## src/rtl/xor_parity_fec_receiver_unit_defines.svh

```systemverilog
// Assertion macros for the XOR parity FEC receiver.
// Depends on nothing; the using module must have clock and reset in scope.
`ifndef XOR_PARITY_FEC_RECEIVER_UNIT_DEFINES_SVH
`define XOR_PARITY_FEC_RECEIVER_UNIT_DEFINES_SVH
`ifndef SYNTH
`define FEC_ASSERT_IMP(name, cond, prop) \
   name: assert property (@(posedge clock) disable iff (reset) (cond) |-> (prop)) \
      else $error("fec_rx assertion failed");
`define FEC_ASSERT_NXT(name, cond, prop) \
   name: assert property (@(posedge clock) disable iff (reset) (cond) |=> (prop)) \
      else $error("fec_rx assertion failed");
`else
`define FEC_ASSERT_IMP(name, cond, prop)
`define FEC_ASSERT_NXT(name, cond, prop)
`endif
`endif

```

## src/rtl/fec_rx_pkg.sv

```systemverilog
// Shared types and constants of the XOR parity FEC receiver.
// Used by every module of the block but fec_rx_ram; depends on nothing.
package fec_rx_pkg;
   localparam int GROUP_SIZE    = 4;
   localparam int PAYLOAD_WORDS = 8;
   localparam int NUM_GROUPS    = 256;

   localparam int FRAME_DEPTH = NUM_GROUPS * GROUP_SIZE;
   localparam int ACC_DEPTH   = NUM_GROUPS * PAYLOAD_WORDS;
   localparam int ACC_AW      = (ACC_DEPTH > 1) ? $clog2(ACC_DEPTH) : 1;
   localparam int GRP_W       = (NUM_GROUPS > 1) ? $clog2(NUM_GROUPS) : 1;
   localparam int GIDX_W      = $clog2(GROUP_SIZE);
   localparam int GCNT_W      = $clog2(GROUP_SIZE + 1);
   localparam int WPOS_W      = $clog2(PAYLOAD_WORDS + 1);

   localparam int FLIM_W  = 11;
   localparam int GLIM_W  = 9;
   localparam int OSEQ_W  = 10;
   localparam int CSR_IW  = 1;
   localparam int CSR_DW  = 11;

   localparam logic [CSR_IW-1:0] CSR_FRAME_LIMIT = 1'b0;
   localparam logic [CSR_IW-1:0] CSR_GROUP_LIMIT = 1'b1;

   typedef struct packed {
      logic        is_parity;
      logic [31:0] seq;
      logic [15:0] group;
      logic [63:0] payload_word;
      logic        last_word;
   } req_type;

   typedef struct packed {
      logic [OSEQ_W-1:0] out_seq;
      logic [63:0]       out_word;
      logic              out_last;
      logic              out_recovered;
   } rsp_type;

   // per-group bookkeeping: parity, done, and per-frame seen/sent flags
   typedef struct packed {
      logic                  parity_seen;
      logic                  group_done;
      logic [GROUP_SIZE-1:0] seen;
      logic [GROUP_SIZE-1:0] sent;
   } meta_type;

   localparam int META_W = $bits(meta_type);

   typedef struct packed {
      logic clear;
      logic accept;
      logic hdr;
      logic acc_step;
      logic check;
      logic burst_step;
   } cmd_type;

   typedef struct packed {
      logic clear_done;
      logic in_packet;
      logic out_free;
      logic fwd_pending;
      logic last;
      logic rebuild_emit;
      logic burst_last;
   } sts_type;
endpackage

```

## src/rtl/fec_rx_ctrl.sv

```systemverilog
// Controller state machine of the FEC receiver.
// Depends on fec_rx_pkg; drives commands to fec_rx_dpath.
module fec_rx_ctrl (
   input  logic                clock,
   input  logic                reset,
   input  logic                req_valid,
   output logic                req_stall,
   input  fec_rx_pkg::sts_type sts,
   output fec_rx_pkg::cmd_type cmd
);
   import fec_rx_pkg::*;

   typedef enum logic [5:0] {
      S_CLEAR = 6'b000001,
      S_IDLE  = 6'b000010,
      S_HDR   = 6'b000100,
      S_ACC   = 6'b001000,
      S_CHECK = 6'b010000,
      S_BURST = 6'b100000
   } state_type;

   state_type state_ff, state_in;

   always_comb begin
      state_in = state_ff;
      cmd      = '0;
      case (state_ff)
         S_CLEAR: begin
            cmd.clear = 1'b1;
            if (sts.clear_done) state_in = S_IDLE;
         end
         S_IDLE: begin
            if (req_valid) begin
               cmd.accept = 1'b1;
               state_in   = sts.in_packet ? S_ACC : S_HDR;
            end
         end
         S_HDR: begin
            cmd.hdr  = 1'b1;
            state_in = S_ACC;
         end
         S_ACC: begin
            // hold the word while the forward slot is taken
            if (!sts.fwd_pending || sts.out_free) begin
               cmd.acc_step = 1'b1;
               state_in     = sts.last ? S_CHECK : S_IDLE;
            end
         end
         S_CHECK: begin
            cmd.check = 1'b1;
            state_in  = sts.rebuild_emit ? S_BURST : S_IDLE;
         end
         S_BURST: begin
            if (sts.out_free) begin
               cmd.burst_step = 1'b1;
               if (sts.burst_last) state_in = S_IDLE;
            end
         end
         default: state_in = S_IDLE;
      endcase
   end

   always_ff @(posedge clock) begin
      if (reset) begin
         state_ff <= S_CLEAR;
      end else begin
         state_ff <= state_in;
      end
   end

   assign req_stall = (state_ff != S_IDLE);
endmodule

```

## config.mk

```make
export PLATFORM = sky130hd
export DESIGN_NAME = fec_rx_ctrl
export DESIGN_NICKNAME = d
export VERILOG_FILES = /design/src/rtl/xor_parity_fec_receiver_unit_defines.svh /design/src/rtl/fec_rx_pkg.sv /design/src/rtl/fec_rx_ctrl.sv
export SDC_FILE = /design/constraint.sdc
export NUM_CORES = 1
export LEC_CHECK = 0
export BUFFER_PORTS_ARGS = -buffer_cell sky130_fd_sc_hd__buf_4
export CAP_MARGIN = 20
export CORE_AREA = 5 5 42 44
export DETAILED_ROUTE_END_ITERATION = 6
export DIE_AREA = 0 0 47 49
export PLACE_DENSITY = 0.6
export RECOVER_POWER = 100
export SKIP_LAST_GASP = 1
export SYNTH_ARGS = -nofsm -noshare
export SYNTH_HDL_FRONTEND = slang
export SYNTH_SLANG_ARGS = --single-unit
```

## constraint.sdc

```tcl
create_clock -name clock -period 4.1 [get_ports clock]
set_clock_uncertainty 0.2 [all_clocks]
set_input_delay 0.41 -clock clock [delete_from_list [all_inputs] [get_ports clock]]
set_output_delay 0.41 -clock clock [all_outputs]
set_load 0.02 [all_outputs]
```

; ---- After elaboration in Yosys (flattened, before gate mapping)
; Cells that the tools add are included.
[classes]
add_sub_neg = 0
multipliers = 0
n_div = 0
magnitude_cmp = 0
eq_ne = 12
shift = 0
mux = 18
bitwise = 0
reduce_logical = 3
[ops]
columns = cell, n
row1 = 6-bit 2-to-1 mux, 6
row2 = 6-bit one-hot mux with 6 select lines, 1
row3 = 2-bit inequality test (second input constant), 5
row4 = 1-bit 2-to-1 mux, 9
row5 = 6-bit by 1-bit == test with 1-bit output (second input constant), 1
row6 = 6-bit by 2-bit == test with 1-bit output (second input constant), 1
row7 = 6-bit by 3-bit == test with 1-bit output (second input constant), 1
row8 = 6-bit by 4-bit == test with 1-bit output (second input constant), 1
row9 = 6-bit by 5-bit == test with 1-bit output (second input constant), 1
row10 = 6-bit == test (second input constant), 1
row11 = 6-bit by 2-bit inequality test with 1-bit output (second input constant), 1
row12 = 5-bit 2-to-1 mux, 1
row13 = 5-bit AND reduction, 1
row14 = 4-bit 2-to-1 mux, 1
row15 = 1-bit logical NOT, 1
row16 = 1-bit logical OR, 1
[totals]
regBits = 6
latch_bits = 0
ram_bits = 0
mem_bits_ro = 0
output_inout_bits = 7
mem_count = 0

; ---- Longest topological paths before layout
[logic_depth]
depth_word = 4
depth_mapped = 6
ltp_nobuf = 6

; ---- Worst setup path after synthesis
; Ideal clock, no wire load.
[synth_path]
path_type = register -> output
start = reg state_ff[5]
end = out cmd[2] (netlist bit)
arrival_time_ps = 1193
required_ps = 3490
slack_ps = 2297
path_stages_with_launch = 4
n_path_buf = 0
path_cell_list = dfxtp_1 -> nor4_1 -> nand2_1 -> a21oi_1
[synth_lines]
columns = item, line
row1 = from (decl), fec_rx_ctrl.sv:22  ; state_type state_ff, state_in;
row2 = from (signal assigned), fec_rx_ctrl.sv:67  ; state_ff <= state_in;
row3 = to (decl), fec_rx_ctrl.sv:9  ; output fec_rx_pkg::cmd_type cmd

==> metrics.txt <==
status finished clean; EDFF count, synth 0; RSZ-0062 raised after global routing false; Avg Inst Size Synth 8.94 sq um; Yosys reg bits 6; CTS resizes 0; Diodes inserted 0; crit path to cmd[2]; # IOs 17; initial DRC count 6; flop2flop setup slack 1.96 ns; Tcrit/Tclk final 53.7%; Multi-input gate area 210 sq um; worst slew pin tran 0.512 ns; routed vias 385; Final Setup Violations 0; CTS clk-pin slew, worst paths 0.04 ns; DRC viols 0; Worst setup startpoint state_ff[5]$_SDFFE_PP0P_; async set-reset flop share out of synthesis 0%; layout cells sized above 1 25.0%; vias in the first global route 419; Reg area 120 sq um; Max VDD drop 145 uV; total CTS buffers 3; Final nets 72; drt total wl 973 um; min Tclk post-route 2.20 ns; DR WL/cell 12.8 um; Tot GR Track Use 10.6%; Die Ht 49 um; relative slew slack 65.9%; Overflow after GRT 0; row count 14; Synthesized Nets 51; startpoint class of the critical path flop; hold buffers post-CTS 0; biggest regs state_ff (6); CTS Sinks 6; Placement Setup Slack 2.21 ns; Final ANT Viol Nets 0; fill count 166; register area share after synthesis 32.8%; Post-CTS Setup Bufs 0; total core area 1400 sq um; Via density 5.07; WHS Path Cells 2; Starting Density 26.2%; Top FF cell, synth dfxtp_1; Max-cap violations 0; Placer Congestion 0.777; Clock Tree Buf Depth 2; H-tree Lvls 1; area grow syn2layout 31.4%; Placed Area 507 sq um; Reg-to-Reg Start state_ff[5]$_SDFFE_PP0P_; Hold WS 0.149 ns; CP max FO 4; root buffer cell clkbuf_4; Synth Cell Area 367 sq um; Slew Limit Fails 0; Yosys warning count 0; commonest non-fill, non-tap cells in the layout buf_4, clkbuf_1, dfxtp_1, nor4_1, and3b_1; critical path class reg -> out; most common cell after layout, fill and taps aside buf_4; Yosys cell types 21; sum of negative setup slack 0 ns; Synth Instances 41; die area 2300 sq um; fmax 455 MHz; Pwr Density 320 nW/um^2; Worst Hold Class in -> reg; Top reg by flops state_ff; Power Total 0.154 mW; PortBufs 16; R2R depth 6; pin count of the biggest net entering global routing 7; max FFs per register 6; Finished Cell Area 482 sq um; worst-skew pair later-pin latency 0.25 ns; Worst Path Required 3.49 ns; CTS tree yes; global-route wire length before repair 1730 um; setup ws final 1.90 ns; Crit. End Element output port; final hold vios 0; die span in x 47 um; antenna violations before repair 0; Critical R2R Capture state_ff[1]$_SDFFE_PP0P_; CP arrival 1.59 ns; drt pass-1 iters 3; Leak 0.209 nW
[cell usage after synthesis, types with 2 or more instances]
cell	n	area share, %
nand2_1	3	3.1
dfxtp_1	6	33
nor2b_1	3	5.1
and3b_1	3	7.2
nand3_1	2	2.7
inv_1	2	2.0
a21oi_1	3	4.1
nor4_1	3	5.1
nor2_1	3	3.1
nor4b_1	2	4.8
[logic make-up after synthesis]
| group | count (synthesis) | share of synthesized area (%) |
|---|---|---|
| AOI/OAI and AO/OA | 6 | 17.4 |
| and+or+nand+nor | 26 | 46.8 |
| buffers and inverters | 3 | 3.07 |
| DFF | 6 | 32.8 |
[how the worst min path moves through the flow]
stage                        startpoint                        to
6_report                         sts[5]  state_ff[2]$_SDFFE_PP0P_
5_1_grt                          sts[5]  state_ff[2]$_SDFFE_PP0P_
4_1_cts                          sts[5]  state_ff[2]$_SDFFE_PP0P_
3_5_place_dp   state_ff[0]$_SDFFE_PP1P_  state_ff[0]$_SDFFE_PP1P_
3_3_place_gp   state_ff[1]$_SDFFE_PP0P_  state_ff[1]$_SDFFE_PP0P_
2_1_floorplan                     reset  state_ff[5]$_SDFFE_PP0P_
[routing by layer]
layer	vias to the layer above	wire length, um	global-route usage [%]
met3	5	63	2.58
met5	-	0	0
met2	16	413	14.0
met4	0	38	8.29
li1	193	-	-
met1	171	458	14.1
[power breakdown]
group          leakage [nW]  switching, mW  internal [mW]
combinational         0.146         0.0180         0.0156
clock                0.0138         0.0217         0.0331
sequential           0.0491        0.00402         0.0615
total                 0.209         0.0438          0.110
[per-stage QoR]
stage / utilization, % / instances
detailed placement: 36.2 / 73
global placement: 36.2 / 73
global route: 34.4 / 76
CTS: 37.8 / 76
floorplan: - / 41
finish: 34.4 / 76
[critical path, cell delays in order, from the launching register on]
cell and delay, ns:
dfxtp_1 0.32, nor4_1 0.43, nand2_1 0.19, a21oi_1 0.16
clkbuf_1 0.24
[final cells by class]
class                           instances  area share, %
Clock buffer                            3           4.68
Inverter                                3           2.34
Multi-Input combinational cell         32           43.6
Sequential cell                         6           24.9
Tap cell                               16           4.16
Timing Repair Buffer                   16           20.3
Note: power is estimated with default switching activity, not from simulation.
